===== src/rtl/core/lpm_pkg.sv =====
// ----------------------------------------------------------------------------
// lpm_pkg
// Shared constants, types and helper functions of the longest prefix match
// core: table size, entry layout and the nibble leading-ones count.
// ----------------------------------------------------------------------------
package lpm_pkg;

   // Number of route slots in the table.
   localparam int TABLE_ENTRIES = 16;

   // Address width of the table and width of the scan counter.
   localparam int IDX_W = (TABLE_ENTRIES > 1) ? $clog2(TABLE_ENTRIES) : 1;
   localparam int CNT_W = $clog2(TABLE_ENTRIES + 1);

   // Fixed field widths.
   localparam int ADDR_W  = 32;
   localparam int LEN_W   = 6;
   localparam int INDEX_W = 4;

   // Number of nibbles in a netmask, counted one per cycle.
   localparam int NIB_N = ADDR_W / 4;
   localparam int NIB_W = $clog2(NIB_N);

   // Item operation codes.
   localparam logic OP_WRITE  = 1'b0;
   localparam logic OP_LOOKUP = 1'b1;

   // One table entry as stored in the route memory.
   typedef struct packed {
      logic              valid;
      logic [LEN_W-1:0]  length;
      logic [ADDR_W-1:0] prefix;
   } entry_type;

   // Running best match of a lookup.
   typedef struct packed {
      logic             hit;
      logic [LEN_W-1:0] length;
   } best_type;

   // Count of leading one bits in a nibble, 0 to 4.
   function automatic logic [2:0] lead_ones4(input logic [3:0] nib);
      logic [2:0] n;
      n = 3'd0;
      if (nib[3]) begin
         n = 3'd1;
         if (nib[2]) begin
            n = 3'd2;
            if (nib[1]) begin
               n = 3'd3;
               if (nib[0]) begin
                  n = 3'd4;
               end
            end
         end
      end
      return n;
   endfunction

endpackage


===== src/rtl/core/ipv4_longest_prefix_match_core.sv =====
// ----------------------------------------------------------------------------
// ipv4_longest_prefix_match_core
// Routing table with longest prefix match lookup over TABLE_ENTRIES routes.
// ----------------------------------------------------------------------------
// The core takes one request word at a time. A write word counts the leading
// ones of the netmask one nibble per cycle and then stores the route. A
// lookup word reads the route memory one entry per cycle through its single
// registered read port and feeds each entry to one shared compare unit. After
// reset the core sweeps the memory once to clear every valid bit, and
// req_ready stays low during the sweep. A finished response sits in an output
// register, so the next request is taken while it waits.
// ----------------------------------------------------------------------------
module ipv4_longest_prefix_match_core import lpm_pkg::*; (
   input  logic               clock,
   input  logic               reset,
   input  logic               req_valid,
   output logic               req_ready,
   input  logic               req_op,
   input  logic [INDEX_W-1:0] req_entry_index,
   input  logic [ADDR_W-1:0]  req_route_prefix,
   input  logic [ADDR_W-1:0]  req_route_mask,
   input  logic               req_entry_valid,
   input  logic [ADDR_W-1:0]  req_lookup_address,
   output logic               rsp_valid,
   input  logic               rsp_ready,
   output logic               rsp_hit,
   output logic [INDEX_W-1:0] rsp_match_index,
   output logic [LEN_W-1:0]   rsp_match_length
);

   typedef enum logic [4:0] {
      S_CLEAR = 5'b00001,
      S_IDLE  = 5'b00010,
      S_COUNT = 5'b00100,
      S_SCAN  = 5'b01000,
      S_DONE  = 5'b10000
   } state_type;

   state_type state_ff, state_in;

   // Route memory, written at one address and read at one address.
   entry_type mem [TABLE_ENTRIES];
   logic              wr_en;
   logic [IDX_W-1:0]  wr_addr;
   entry_type         wr_data;
   entry_type         rd_data_ff;
   logic              rd_en;

   // Sequencer counters.
   logic [IDX_W-1:0]  clr_ff, clr_in;
   logic [CNT_W-1:0]  scan_ff, scan_in;
   logic [NIB_W-1:0]  nib_ff, nib_in;
   logic              rd_vld_ff, rd_vld_in;
   logic [IDX_W-1:0]  rd_idx_ff, rd_idx_in;

   // Captured request word.
   logic [INDEX_W-1:0] idx_ff;
   logic [ADDR_W-1:0]  prefix_ff;
   logic [ADDR_W-1:0]  mask_ff, mask_in;
   logic               evalid_ff;
   logic [ADDR_W-1:0]  addr_ff;
   logic               run_ff, run_in;

   // Working result.
   best_type           best_ff, best_in;
   logic [INDEX_W-1:0] bidx_ff, bidx_in;

   // Output register.
   logic               rsp_valid_ff, rsp_valid_in;
   logic               rsp_hit_ff;
   logic [INDEX_W-1:0] rsp_idx_ff;
   logic [LEN_W-1:0]   rsp_len_ff;

   logic               req_fire;
   logic               take;
   logic [LEN_W-1:0]   len_sum;
   logic [3:0]         nib_top;
   logic               slot_ok;
   logic               out_free;

   assign req_ready = (state_ff == S_IDLE);
   assign req_fire  = req_valid && req_ready;
   assign out_free  = !rsp_valid_ff || rsp_ready;

   // Leading-ones count of the current netmask nibble while the run lasts.
   assign nib_top = mask_ff[ADDR_W-1 -: 4];
   assign len_sum = best_ff.length + (run_ff ? LEN_W'(lead_ones4(nib_top)) : '0);
   assign slot_ok = 32'(idx_ff) < TABLE_ENTRIES;

   // Shared compare unit of the lookup scan.
   lpm_match_unit u_match (
      .address (addr_ff),
      .entry   (rd_data_ff),
      .best    (best_ff),
      .take    (take)
   );

   // Sequencer.
   always_comb begin
      state_in     = state_ff;
      clr_in       = clr_ff;
      scan_in      = scan_ff;
      nib_in       = nib_ff;
      mask_in      = mask_ff;
      run_in       = run_ff;
      best_in      = best_ff;
      bidx_in      = bidx_ff;
      rd_en        = 1'b0;
      rd_vld_in    = 1'b0;
      rd_idx_in    = rd_idx_ff;
      wr_en        = 1'b0;
      wr_addr      = clr_ff;
      wr_data      = '0;
      rsp_valid_in = rsp_valid_ff && !rsp_ready;
      case (state_ff)
         S_CLEAR: begin
            wr_en  = 1'b1;
            clr_in = clr_ff + 1'b1;
            if (clr_ff == IDX_W'(TABLE_ENTRIES - 1)) begin
               state_in = S_IDLE;
            end
         end
         S_IDLE: begin
            if (req_fire) begin
               best_in = '0;
               nib_in  = '0;
               scan_in = '0;
               mask_in = req_route_mask;
               run_in  = 1'b1;
               if (req_op == OP_LOOKUP) begin
                  bidx_in  = '0;
                  state_in = S_SCAN;
               end else begin
                  bidx_in  = req_entry_index;
                  state_in = S_COUNT;
               end
            end
         end
         S_COUNT: begin
            best_in.length = len_sum;
            run_in  = run_ff && (nib_top == 4'hF);
            mask_in = mask_ff << 4;
            nib_in  = nib_ff + 1'b1;
            if (nib_ff == NIB_W'(NIB_N - 1)) begin
               wr_en         = slot_ok;
               wr_addr       = IDX_W'(idx_ff);
               wr_data.valid  = evalid_ff;
               wr_data.length = len_sum;
               wr_data.prefix = prefix_ff;
               state_in      = S_DONE;
            end
         end
         S_SCAN: begin
            // Issue the read of the next entry and judge the one read last cycle.
            if (scan_ff < CNT_W'(TABLE_ENTRIES)) begin
               rd_en     = 1'b1;
               rd_vld_in = 1'b1;
               rd_idx_in = scan_ff[IDX_W-1:0];
               scan_in   = scan_ff + 1'b1;
            end else begin
               state_in = S_DONE;
            end
            if (rd_vld_ff && take) begin
               best_in.hit    = 1'b1;
               best_in.length = rd_data_ff.length;
               bidx_in        = INDEX_W'(rd_idx_ff);
            end
         end
         S_DONE: begin
            if (out_free) begin
               rsp_valid_in = 1'b1;
               state_in     = S_IDLE;
            end
         end
         default: begin
            state_in = S_IDLE;
         end
      endcase
   end

   // Control registers.
   always_ff @(posedge clock) begin
      if (reset) begin
         state_ff     <= S_CLEAR;
         clr_ff       <= '0;
         rd_vld_ff    <= 1'b0;
         rsp_valid_ff <= 1'b0;
      end else begin
         state_ff     <= state_in;
         clr_ff       <= clr_in;
         rd_vld_ff    <= rd_vld_in;
         rsp_valid_ff <= rsp_valid_in;
      end
   end

   // Working registers.
   always_ff @(posedge clock) begin
      scan_ff   <= scan_in;
      nib_ff    <= nib_in;
      mask_ff   <= mask_in;
      run_ff    <= run_in;
      best_ff   <= best_in;
      bidx_ff   <= bidx_in;
      rd_idx_ff <= rd_idx_in;
      if (req_fire) begin
         idx_ff    <= req_entry_index;
         prefix_ff <= req_route_prefix;
         evalid_ff <= req_entry_valid;
         addr_ff   <= req_lookup_address;
      end
   end

   // Route memory with registered read data.
   always_ff @(posedge clock) begin
      if (wr_en) begin
         mem[wr_addr] <= wr_data;
      end
      if (rd_en) begin
         rd_data_ff <= mem[scan_ff[IDX_W-1:0]];
      end
   end

   // Output register, loaded when the finished word finds it free.
   always_ff @(posedge clock) begin
      if ((state_ff == S_DONE) && out_free) begin
         rsp_hit_ff <= best_ff.hit;
         rsp_idx_ff <= bidx_ff;
         rsp_len_ff <= best_ff.length;
      end
   end

   assign rsp_valid        = rsp_valid_ff;
   assign rsp_hit          = rsp_hit_ff;
   assign rsp_match_index  = rsp_idx_ff;
   assign rsp_match_length = rsp_len_ff;

endmodule


===== src/rtl/core/lpm_match_unit.sv =====
// ----------------------------------------------------------------------------
// lpm_match_unit
// Shared compare unit of the lookup scan. It masks the address and the stored
// prefix to the entry's prefix length, compares them and decides whether the
// entry beats the best match found so far.
// ----------------------------------------------------------------------------
module lpm_match_unit import lpm_pkg::*; (
   input  logic [ADDR_W-1:0] address,
   input  entry_type         entry,
   input  best_type          best,
   output logic              take
);

   logic [ADDR_W-1:0] len_mask;
   logic              prefix_eq;

   // A length of zero gives an empty mask; 32 and above give a full mask.
   assign len_mask  = ~({ADDR_W{1'b1}} >> entry.length);
   assign prefix_eq = ((address ^ entry.prefix) & len_mask) == '0;

   // A longer match wins; on equal length the earlier entry stays.
   assign take = entry.valid && prefix_eq &&
                 (!best.hit || (entry.length > best.length));

endmodule


===== config.mk =====
export PLATFORM = sky130hd
export DESIGN_NAME = ipv4_longest_prefix_match_core
export DESIGN_NICKNAME = d
export VERILOG_FILES = /design/src/rtl/core/lpm_pkg.sv /design/src/rtl/core/ipv4_longest_prefix_match_core.sv /design/src/rtl/core/lpm_match_unit.sv
export SDC_FILE = /design/constraint.sdc
export NUM_CORES = 1
export LEC_CHECK = 0
export BUFFER_PORTS_ARGS = -buffer_cell sky130_fd_sc_hd__clkbuf_2
export CAP_MARGIN = 10
export CORE_MARGIN = 2
export CORE_UTILIZATION = 60
export CTS_CLUSTER_DIAMETER = 40
export DETAILED_ROUTE_END_ITERATION = 16
export PLACE_DENSITY_LB_ADDON = 0.05
export SYNTH_ARGS = -nofsm -noshare
export SYNTH_HDL_FRONTEND = slang
export SYNTH_SLANG_ARGS = --single-unit

===== constraint.sdc =====
create_clock -name clock -period 10.1 [get_ports clock]
set_input_delay 1.515 -clock clock [delete_from_list [all_inputs] [get_ports clock]]
set_output_delay 1.515 -clock clock [all_outputs]
set_load 0.01 [all_outputs]

==> impl_metrics.csv <==
group,metric,value,unit
timing,slew_violations,0,
setup_path,cp.required,10.38,ns
logic_synthesis,synth-edff-count,799,
power_and_ir_drop,ir_drop,0.0001690,V
final_layout,n_antenna_cell,0,
cts,clock_latency,0.66,ns
global_routing,grt_max_degree,160,
logic_synthesis,seq_area_frac_synth,77.02,%
die,initial_core_util,61.04,%
power_and_ir_drop,pwr_density_cell,225.0,nW/um^2
power_and_ir_drop,p_int,6.257,mW
final_layout,seq_area,24210,sq um
setup_path,crit_path_frequent_cell,"buf_4",
global_routing,grt_pass1_vias,15258,
die,coreArea,51510,sq um
final_layout,final_nets,1770,
place,placed_area,32830,sq um
global_routing,grt_pass1_wl,99220,um
place,gp_congestion,0.8310,
global_routing,grt_use_total,25.78,%
cts,cts_max_path_buffers,3,
global_routing,grt_overflow,0,
cts,cts.htree.levels,3,
timing,max_freq,268.6,MHz
timing,hold_viol_final,0,
die,die_h,232.9,um
logic_synthesis,ys_top_cells_by_area,"edfxtp_1 76%, mux4_2 12%, mux4_1 2.2%",
final_layout,layout-drive-gt1-share,29.31,%
timing,tightest_slew,1.158,ns
power_and_ir_drop,p_leak,10.86,nW
cts,clkTransAtPathRegs,0.06,ns
route,vias,15162,
logic_synthesis,synth_nets,1595,
logic_synthesis,synth_ff_type,"edfxtp_1",
timing,min_period_over_period,36.86,%
logic_synthesis,syn_area,31440,sq um
cts,hold_buffers,0,
route,viasPerCell,6.283,
power_and_ir_drop,seq_power_share,49.3,%
timing,relSlewSlack,22.81,%
logic_synthesis,synth_cells,1475,
setup_path,crit_path_end_kind,"flip-flop",
logic_synthesis,yosys_warnings,0,
status,outcome,"complete, no violations",
job,cap_violations,0,
setup_path,slowest_stage,"nor2_4",
die,rows,83,
setup_path,max_stage_delay,0.71,ns
power_and_ir_drop,total_power,8.140,mW
place,place.port_buffers,118,
timing,final-setup-viol-count,0,
route,routed_wl,67150,um
logic_synthesis,avgSynthCellArea,21.31,sq um
cts,ctsRootBufferMaster,"clkbuf_16",
logic_synthesis,synth-seq-cells,810,
cts,postCtsSetupBuffers,0,
setup_path,start_kind,"flip-flop",
cts,cts_buffers,98,
setup_path,cp_cell_sequence,"ha_1 > ha_2 > buf_4 > nand2_1 > nor2_1 > a2bb2oi_1 > nor2_4 > buf_4",
die,io_pins,119,
timing,fin_crit,3.723,ns
final_layout,multi_input_area,6868,sq um
die,dieWidth,232.9,um
final_layout,area_delta_synth_final,15.09,%
final_layout,final_cell_area,36180,sq um
place,dpl.hpwl,36720,um
cts,cts_tree,"built",
hold_path,hold_path_class,"reg -> reg",
power_and_ir_drop,p_sw,1.883,mW
setup_path,path_buf_inv,2,
power_and_ir_drop,switching_share,23.14,%
timing,rsz0062_at_grt,"no",
route,firstDrtPassIters,5,
logic_synthesis,synth.most_common_cell,"edfxtp_1",
setup_path,cp.arrival,4.00,ns
route,drt_iter0_drc,1699,
global_routing,antenna_found_initial,0,
timing,fin_skew,0.03252,ns
cts,cts_sinks,810,
logic_synthesis,yosys.area.top_type,"edfxtp_1",
setup_path,critPathMaxFanout,40,
logic_synthesis,synth_cell_types,58,
cts,cts_resized,0,
timing,fin_hold_ws,0.4273,ns
setup_path,critical-path-top-delay-family,"simple AND/OR/NAND/NOR gates",
power_and_ir_drop,power_frac_comb,7.4,%
final_layout,fillers,3171,
logic_synthesis,synth_top_area_share,76.32,%
logic_synthesis,ys_top_cells_by_count,"799 x edfxtp_1, 169 x mux4_2, 112 x nand2_1, 46 x nor2_1, 35 x and3_1",
die,die_area,54240,sq um
setup_path,path_class,"reg -> reg",
route,post_drt_wl_per_cell,27.83,um
route,drcViolationCount,0,
logic_synthesis,ys_async_sr_fraction,0,%
power_and_ir_drop,pwr-share-clk,43.3,%
timing,fin_setup_tns,0,ns
route,antenna_left,0,
power groups by stage:
stage / sequential [mW] / clock [mW] / combinational, mW
after CTS: 4.01 / 3.58 / 0.612
final: 4.01 / 3.53 / 0.601
after global routing: 4.03 / 3.72 / 0.646
after detailed placement: 4.08 / 0 / 0.608
after global placement: 4.07 / 0 / 0.603
after floorplan: 4.06 / 0 / 0.396
layout make-up:
class,count,share of cell area (%)
Sequential cell,810,66.92
Multi-Input combinational cell,575,18.98
Clock buffer,107,6.899
Clock inverter,76,2.358
Tap cell,680,2.351
Timing Repair Buffer,147,2.303
Inverter,18,0.1902
through the flow:
| step | setup WS, ns | utilization [%] | cells |
|---|---|---|---|
| 2_1_floorplan | 6.500 | - | 1475 |
| 3_3_place_gp | 6.437 | 63.74 | 2230 |
| 3_5_place_dp | 6.388 | 63.74 | 2230 |
| 6_report | 6.377 | 70.25 | 2413 |
| 5_1_grt | 6.200 | 70.25 | 2413 |
| 4_1_cts | 6.374 | 70.25 | 2413 |
sequential cells by signal, summed over array words and instances, names as in the netlist, 3 cells and up:
name and cells:
mem 624, rd_data_ff 39, addr_ff 32, mask_ff 32
prefix_ff 32, best_ff 7, rsp_match_length 6, scan_ff 5
state_ff 5, bidx_ff 4, clr_ff 4, idx_ff 4
rd_idx_ff 4, rsp_match_index 4, nib_ff 3
kinds of logic (layout without fill, tap and decap cells):
group,Yosys count,after routing,synth area share [%]
flops,810,810,77.02
simple gates,248,248,3.817
mux,196,196,14.31
buf+inv,90,348,1.552
compound gates,75,75,1.544
xor+xnor,40,40,1.114
fa+ha+maj,16,16,0.6447
per-layer routing:
layer	vias up	part of all wire, %	wire length, um	track usage [%]
met5	-	0	0	0
met4	0	2.7	1821	7.882
met3	131	7.5	5018	5.527
met2	652	48	32280	39.93
met1	7927	42	28020	37.63
li1	6452	-	-	-
worst paths after layout:
path               from                  to  slack [ns]  cells past startpoint
min reg2reg  bidx_ff[1]  rsp_match_index[1]        0.43                      0
max reg2reg   nib_ff[0]          mem[4][34]        6.38                      8
max           nib_ff[0]          mem[4][34]        6.38                      8
min          bidx_ff[1]  rsp_match_index[1]        0.43                      0
cell usage in the layout, fill, tap and decap left out, types with 8 or more instances in the layout:
cell / synthesis / layout
and2_1: 8 / 8
o21ai_0: 17 / 17
bufinv_16: 0 / 10
clkbuf_2: 0 / 118
nor2_4: 0 / 17
mux4_2: 169 / 169
a31oi_1: 9 / 9
clkinvlp_4: 0 / 10
dfxtp_1: 11 / 11
mux4_1: 26 / 26
nor2_1: 46 / 29
clkinv_4: 0 / 10
inv_1: 18 / 17
ha_1: 13 / 12
edfxtp_1: 799 / 799
buf_4: 0 / 27
and3_1: 35 / 35
inv_6: 0 / 11
a21oi_1: 21 / 21
xor2_1: 24 / 24
nand2_1: 112 / 112
nor3_1: 8 / 8
xnor2_1: 16 / 16
nand3_1: 9 / 9
clkbuf_1: 32 / 8
clkbuf_16: 0 / 98
clkinv_2: 0 / 15
clkinv_1: 0 / 12
(Power assumes the default switching activity.)
